--- config.mk ---
export PLATFORM = sky130hd
export DESIGN_NAME = recursive_lock_with_wait_queue
export DESIGN_NICKNAME = d
export VERILOG_FILES = /design/src/hdl/rlwq_pkg.sv /design/src/hdl/rlwq_core.sv /design/src/hdl/recursive_lock_with_wait_queue.sv
export SDC_FILE = /design/constraint.sdc
export NUM_CORES = 1
export LEC_CHECK = 0
export BUFFER_PORTS_ARGS = -buffer_cell sky130_fd_sc_hd__buf_2
export CAP_MARGIN = 40
export CORE_MARGIN = 2
export CORE_UTILIZATION = 35
export DETAILED_ROUTE_END_ITERATION = 12
export SLEW_MARGIN = 20
export SYNTH_ARGS = -nofsm -noshare
export SYNTH_HDL_FRONTEND = slang
export SYNTH_SLANG_ARGS = --single-unit
--- constraint.sdc ---
create_clock -name i_clk -period 3.3 [get_ports i_clk]
set_clock_uncertainty 0.05 [all_clocks]
set_input_delay 0.165 -clock i_clk [delete_from_list [all_inputs] [get_ports i_clk]]
set_output_delay 0.165 -clock i_clk [all_outputs]
set_load 0.01 [all_outputs]
--- src/hdl/rlwq_pkg.sv ---
// Package for the recursive lock with wait queue: field widths, status and
// operation codes, and the request and response structs shared by all files.
// No dependencies.
package rlwq_pkg;

    localparam int TID_W          = 5;
    localparam int STATUS_W       = 3;
    localparam int NUM_IDS        = 2 ** TID_W;
    localparam int THREADS_DEF    = 32;
    localparam int COUNT_BITS_DEF = 8;

    localparam logic OP_ACQUIRE = 1'b0;
    localparam logic OP_RELEASE = 1'b1;

    localparam logic [STATUS_W-1:0] ST_GRANTED         = 3'd0;
    localparam logic [STATUS_W-1:0] ST_NESTED          = 3'd1;
    localparam logic [STATUS_W-1:0] ST_WAIT            = 3'd2;
    localparam logic [STATUS_W-1:0] ST_STILL_HELD      = 3'd3;
    localparam logic [STATUS_W-1:0] ST_RELEASED        = 3'd4;
    localparam logic [STATUS_W-1:0] ST_ALREADY_WAITING = 3'd5;
    localparam logic [STATUS_W-1:0] ST_NOT_HOLDER      = 3'd6;
    localparam logic [STATUS_W-1:0] ST_OVERFLOW        = 3'd7;

    typedef struct packed {
        logic             op;
        logic [TID_W-1:0] tid;
    } t_req;

    typedef struct packed {
        logic [STATUS_W-1:0] status;
        logic                wake_valid;
        logic [TID_W-1:0]    wake_thread;
    } t_rsp;

endpackage

--- src/hdl/rlwq_core.sv ---
// Lock state, nesting counter and FIFO of waiting threads for the recursive
// lock. Decides one request per cycle when i_advance is high. Uses rlwq_pkg.
module rlwq_core #(
    parameter int THREADS    = rlwq_pkg::THREADS_DEF,
    parameter int COUNT_BITS = rlwq_pkg::COUNT_BITS_DEF
) (
    input  logic          i_clk,
    input  logic          i_rst_n,
    input  logic          i_advance,
    input  rlwq_pkg::t_req i_req,
    output rlwq_pkg::t_rsp o_rsp
);
    import rlwq_pkg::*;

    // Only ids below both THREADS and the id range can ever wait.
    localparam int QDEPTH = (THREADS < NUM_IDS) ? THREADS : NUM_IDS;
    localparam int QW     = $clog2(QDEPTH);
    localparam int FW     = $clog2(QDEPTH + 1);
    localparam logic [QW-1:0]         Q_LAST  = QW'(QDEPTH - 1);
    localparam logic [FW-1:0]         Q_FULL  = FW'(QDEPTH);
    localparam logic [COUNT_BITS-1:0] CNT_MAX = '1;
    localparam logic [COUNT_BITS-1:0] CNT_ONE = COUNT_BITS'(1);

    logic                  r_lock_free, n_lock_free;
    logic [TID_W-1:0]      r_holder, n_holder;
    logic [COUNT_BITS-1:0] r_count, n_count;
    logic [QW-1:0]         r_head, n_head;
    logic [QW-1:0]         r_tail, n_tail;
    logic [FW-1:0]         r_fill, n_fill;
    logic [QDEPTH-1:0]     r_mask, n_mask;
    logic [TID_W-1:0]      r_queue [QDEPTH];

    logic             owns;
    logic             tid_ok;
    logic [QW-1:0]    tid_idx;
    logic [TID_W-1:0] head_entry;
    logic             push;

    assign owns       = !r_lock_free && (r_holder == i_req.tid);
    assign tid_ok     = (int'(i_req.tid) < QDEPTH);
    assign tid_idx    = i_req.tid[QW-1:0];
    assign head_entry = r_queue[r_head];

    always_comb begin
        n_lock_free = r_lock_free;
        n_holder    = r_holder;
        n_count     = r_count;
        n_head      = r_head;
        n_tail      = r_tail;
        n_fill      = r_fill;
        n_mask      = r_mask;
        push        = 1'b0;
        o_rsp       = '0;
        if (i_req.op == OP_ACQUIRE) begin
            if (owns) begin
                if (r_count == CNT_MAX) begin
                    o_rsp.status = ST_OVERFLOW;
                end else begin
                    n_count      = r_count + CNT_ONE;
                    o_rsp.status = ST_NESTED;
                end
            end else if (r_lock_free) begin
                n_lock_free  = 1'b0;
                n_holder     = i_req.tid;
                n_count      = CNT_ONE;
                o_rsp.status = ST_GRANTED;
            end else if (!tid_ok || r_mask[tid_idx] || (r_fill == Q_FULL)) begin
                o_rsp.status = ST_ALREADY_WAITING;
            end else begin
                push            = 1'b1;
                n_tail          = (r_tail == Q_LAST) ? '0 : r_tail + QW'(1);
                n_fill          = r_fill + FW'(1);
                n_mask[tid_idx] = 1'b1;
                o_rsp.status    = ST_WAIT;
            end
        end else begin
            if (!owns) begin
                o_rsp.status = ST_NOT_HOLDER;
            end else if (r_count > CNT_ONE) begin
                n_count      = r_count - CNT_ONE;
                o_rsp.status = ST_STILL_HELD;
            end else begin
                n_lock_free  = 1'b1;
                n_holder     = '0;
                n_count      = '0;
                o_rsp.status = ST_RELEASED;
                if (r_fill != '0) begin
                    n_head                    = (r_head == Q_LAST) ? '0 : r_head + QW'(1);
                    n_fill                    = r_fill - FW'(1);
                    n_mask[head_entry[QW-1:0]] = 1'b0;
                    o_rsp.wake_valid          = 1'b1;
                    o_rsp.wake_thread         = head_entry;
                end
            end
        end
    end

    always_ff @(posedge i_clk) begin
        if (!i_rst_n) begin
            r_lock_free <= 1'b1;
            r_holder    <= '0;
            r_count     <= '0;
            r_head      <= '0;
            r_tail      <= '0;
            r_fill      <= '0;
            r_mask      <= '0;
        end else if (i_advance) begin
            r_lock_free <= n_lock_free;
            r_holder    <= n_holder;
            r_count     <= n_count;
            r_head      <= n_head;
            r_tail      <= n_tail;
            r_fill      <= n_fill;
            r_mask      <= n_mask;
        end
    end

    always_ff @(posedge i_clk) begin
        if (i_advance && push) begin
            r_queue[r_tail] <= i_req.tid;
        end
    end

    // Every queued thread has exactly one mask bit set.
    a_mask_matches_fill: assert property (@(posedge i_clk) disable iff (!i_rst_n)
        $countones(r_mask) == int'(r_fill))
        else $error("waiting mask population differs from queue fill");

    // A free lock has no nesting; a held lock has at least one level.
    a_count_vs_free: assert property (@(posedge i_clk) disable iff (!i_rst_n)
        r_lock_free == (r_count == '0))
        else $error("nest count inconsistent with lock state");

    // A push moves the tail by one slot.
    a_tail_moves_on_push: assert property (@(posedge i_clk) disable iff (!i_rst_n)
        (i_advance && push) |=> (r_tail == (($past(r_tail) == Q_LAST) ? '0
                                             : $past(r_tail) + QW'(1))))
        else $error("queue tail did not advance on push");

endmodule

--- src/hdl/recursive_lock_with_wait_queue.sv ---
// Top level of the recursive lock with wait queue: request and result
// registers with their valid/ready handshakes around rlwq_core. Uses rlwq_pkg.
//
// Usage: each request item carries an operation (acquire or release) and the
// calling thread's id. Each request yields exactly one result item with a
// status, and on the final release a wake flag plus the id of the oldest
// waiter, which must then issue acquire again to compete for the lock.
// Requests enter a request register; when the result register is empty or
// is being emptied, the core decides the request and writes the result
// register in the same cycle, updating the lock state and queue.
// One item is accepted in every cycle as long as results are taken; the
// holder compare, mask lookup and queue pointer update are combinational
// in the core, which allows that rate. A new request is accepted while a
// finished result waits, so when the receiver stalls the block holds at
// most two items (one in each register) and then drops o_ready until a
// result is taken.
// Reset frees the lock, empties the queue and clears the waiting mask; no
// clearing pass is needed, so requests are accepted right after reset.
module recursive_lock_with_wait_queue #(
    parameter int THREADS    = rlwq_pkg::THREADS_DEF,
    parameter int COUNT_BITS = rlwq_pkg::COUNT_BITS_DEF
) (
    input  logic                          i_clk,
    input  logic                          i_rst_n,
    input  logic                          i_valid,
    output logic                          o_ready,
    input  logic                          i_op,
    input  logic [rlwq_pkg::TID_W-1:0]    i_thread_id,
    output logic                          o_valid,
    input  logic                          i_ready,
    output logic [rlwq_pkg::STATUS_W-1:0] o_status,
    output logic                          o_wake_valid,
    output logic [rlwq_pkg::TID_W-1:0]    o_wake_thread
);
    import rlwq_pkg::*;

    logic r_in_valid;
    t_req r_in;
    logic r_out_valid;
    t_rsp r_out;
    t_rsp core_rsp;
    logic advance;
    logic accept;

    // A request is decided once the result slot is free or being freed.
    assign advance = r_in_valid && (!r_out_valid || i_ready);
    assign o_ready = !r_in_valid || advance;
    assign accept  = i_valid && o_ready;

    rlwq_core #(
        .THREADS    (THREADS),
        .COUNT_BITS (COUNT_BITS)
    ) u_core (
        .i_clk     (i_clk),
        .i_rst_n   (i_rst_n),
        .i_advance (advance),
        .i_req     (r_in),
        .o_rsp     (core_rsp)
    );

    always_ff @(posedge i_clk) begin
        if (!i_rst_n) begin
            r_in_valid  <= 1'b0;
            r_out_valid <= 1'b0;
        end else begin
            if (accept) begin
                r_in_valid <= 1'b1;
            end else if (advance) begin
                r_in_valid <= 1'b0;
            end
            if (advance) begin
                r_out_valid <= 1'b1;
            end else if (i_ready) begin
                r_out_valid <= 1'b0;
            end
        end
    end

    // Payload registers carry no reset; their valid flags guard them.
    always_ff @(posedge i_clk) begin
        if (accept) begin
            r_in.op  <= i_op;
            r_in.tid <= i_thread_id;
        end
        if (advance) begin
            r_out <= core_rsp;
        end
    end

    assign o_valid       = r_out_valid;
    assign o_status      = r_out.status;
    assign o_wake_valid  = r_out.wake_valid;
    assign o_wake_thread = r_out.wake_thread;

    // A wake is only ever reported with a full release.
    a_wake_only_on_release: assert property (@(posedge i_clk) disable iff (!i_rst_n)
        (o_valid && o_wake_valid) |-> (o_status == ST_RELEASED))
        else $error("wake reported without a release");

    // A pending request moves into the result register when the slot frees.
    a_request_drains: assert property (@(posedge i_clk) disable iff (!i_rst_n)
        (r_in_valid && (!r_out_valid || i_ready)) |=> r_out_valid)
        else $error("pending request not decided");

    // With no wake, the reported thread id is zero.
    a_wake_thread_zero: assert property (@(posedge i_clk) disable iff (!i_rst_n)
        (o_valid && !o_wake_valid) |-> (o_wake_thread == '0))
        else $error("wake thread set without a wake");

endmodule
==> results.cfg <==
[run_status]
status = complete, no violations

[synthesis]
async_flop_share_pct = 0
synthFlopType = edfxtp_1
yosysTopAreaCellShare_pct = 48.8
synth_commonest_cells = edfxtp_1 (175), dfxtp_1 (69), nor2_1 (69)
ys_ff_latch = 244
yosysWarnings = 0
yosys.area.top_type = edfxtp_1
synth_cell_types = 66
syn_area_um2 = 10800
synth_most_common_cell = edfxtp_1
netlist_instances = 787
synthTopCellsByArea = edfxtp_1 (49%), dfxtp_1 (13%), mux4_2 (9.4%), nor2_1 (2.4%), a221oi_1 (2.2%)
synth.avg_cell_area_um2 = 13.7
ys_seq_area_share_pct = 61.7
syn_nets = 816
synth-edff-count = 175

[worst_setup_path]
path_delay_family = buffers and inverters
crit_slowest_cell = mux4_2
arrival_ps = 3330
required_ps = 3530
critPathKind = flip-flop to flip-flop
crit_buf_inv = 4
max_stage_delay_ps = 580
path_cells = buf_4 -> mux4_2 -> a2111oi_2 -> buf_4 -> a2111oi_4 -> buf_12 -> nand3_4 -> buf_4 -> nor2_4
critPathCaptureType = flip-flop
critPathMostFrequentCell = buf_4
cp_max_fo = 24
cp-start-kind = flip-flop

[sta]
relSlewSlack_pct = 49.8
max_freq_ghz = 0.324
setup_tns_ps = 0
final.min_clock_period_ps = 3090
timing.hold.ws_ps = 52.5
setup_viol = 0
period_share_pct = 93.7
worst_slack_ps = 209
finalHoldViolations = 0
rsz0062_at_grt = false
tightest_slew_ps = 744
final_max_slew_viol_count = 0

[cells_and_area]
area_growth_pct = 18.9
drive_above_1_share_pct = 25.0
num-nets-final = 872
num_antenna_cells = 0

[drt]
wirelength_um = 25400
vias = 6892
drt_iter0_drc = 612
vias_per_cell = 5.49
wl_per_cell_um = 20.2
dr.pass1.iters = 5
drcViolationCount = 0
ant_nets = 0

[clocking]
root_buffer = clkbuf_16
cts_tree = yes
clockBufferDepth = 3
clock_latency_ps = 550
clk_pin_slew_ps = 60
numCtsBuffers = 26
cts_num_sinks = 244
cts_max_level = 1

[floorplanning]
initial_utilization_pct = 35.4
dieArea_um2 = 32200
fp.dieW_um = 179
fp-row-count = 64
ios = 21
core_um2 = 30400
die_y_um = 179

[placed_design]
place.gp.congestion = 0.807
io_buffers = 20
dp_hpwl_um = 16700
pre_cts_slack_ps = -69.4

[global_routing]
grt_overflow_total = 0
grt_max_degree = 46
antenna_found_initial = 0
track_usage_pct = 16.3
grt_pass1_wl_um = 40100
grt_pass1_vias = 6859

[pwr]
p_leak_nw = 4.12
pwr-share-comb_pct = 4.1
clkPwrFrac_pct = 45.8
power_switching_w = 0.00139
p_per_area_nw_per_um2 = 517
ir_drop_mv = 0.379
finalPower_w = 0.00662
seq_power_share_pct = 50.1
internal-power_w = 0.00523
sw_frac_of_total_pct = 21.0

[flow_run]
max_cap_violations = 0

[min_path]
hold_class = input port to flip-flop
cell usage in the layout, fill, tap and decap left out, drive strengths merged, types with 13 or more instances in the layout:
cell / n
edfxtp: 175
dfxtp: 69
nor2: 69
buf: 60
mux4: 45
nand2: 41
inv: 40
o21ai: 34
clkbuf: 30
a221oi: 27
nand3: 22
a21oi: 21
ha: 18
o22ai: 17
mux2i: 14
a211oi: 13
mux2: 13
tightest hold or removal path, stage by stage:
cell and delay, ps:
buf_2 90, inv_1 50, buf_4 200, nor2_1 110
repair_timing:
action	CTS	global route
resized for setup	1	4
endpoints found under the setup margin	40	40
hold endpoints to repair	8	0
setup buffers	0	0
hold buffers	9	0
pin swaps	0	0
metal layers:
layer	vias to the layer above	global-route usage, %	part of all wire [%]
li1	3188	-	-
met1	3457	23.7	47
met2	201	25.9	46
met3	46	1.60	4.7
met4	0	4.81	2.5
met5	-	0	0
power groups by stage:
stage,logic (W),clock network [W],registers (W)
after floorplan,0.000148,0,0.00339
after global placement,0.000260,0,0.00338
after detailed placement,0.000264,0,0.00338
after CTS,0.000273,0.00309,0.00331
after global routing,0.000301,0.00320,0.00331
final,0.000273,0.00303,0.00331
flip-flops by register name (all words and copies together), names as in the netlist, named ones only:
signal              cells
o_wake_thread           5
o_wake_valid            1
u_core.r_lock_free      1
u_core.r_head           5
u_core.r_queue        160
u_core.r_fill           6
o_status                3
u_core.r_tail           5
u_core.r_count          8
r_in                    6
u_core.r_mask          32
u_core.r_holder         5
r_in_valid              1
o_valid                 1
kinds of logic after synthesis:
kind of cell | Yosys count | synth area share [%]
AOI/OAI and AO/OA | 147 | 9.55
xor gates and xnor gates | 9 | 0.732
adders and majority gates | 19 | 2.28
buffers and inverters | 81 | 3.03
DFF | 244 | 61.7
muxes | 72 | 12.1
and+or+nand+nor | 215 | 10.6
final cells by class:
cell class	count	area (um^2)
Timing Repair Buffer	69	553
Inverter	40	150
Fill cell	2787	17600
Tap cell	396	495
Clock inverter	15	224
Clock buffer	30	666
Sequential cell	244	6640
Multi-Input combinational cell	462	4080
through the flow:
stage | instances | util (%) | instance area, um^2
floorplan | 787 | - | 11000
global placement | 1202 | 38.8 | 11800
detailed placement | 1202 | 38.8 | 11800
CTS | 1256 | 42.0 | 12800
global route | 1256 | 42.1 | 12800
finish | 1256 | 42.1 | 12800
worst paths after layout:
kind              depth (start not counted)                    to  slack (ps)               from
hold reg to reg                           2     u_core.r_mask[19]         430  u_core.r_mask[19]
setup / recovery                          9  u_core.r_queue[1][1]         210            r_in[0]
setup reg to reg                          9  u_core.r_queue[1][1]         210            r_in[0]
hold / removal                            4    u_core.r_holder[0]          50            i_rst_n
No activity file was read; power rests on OpenSTA's default activity.
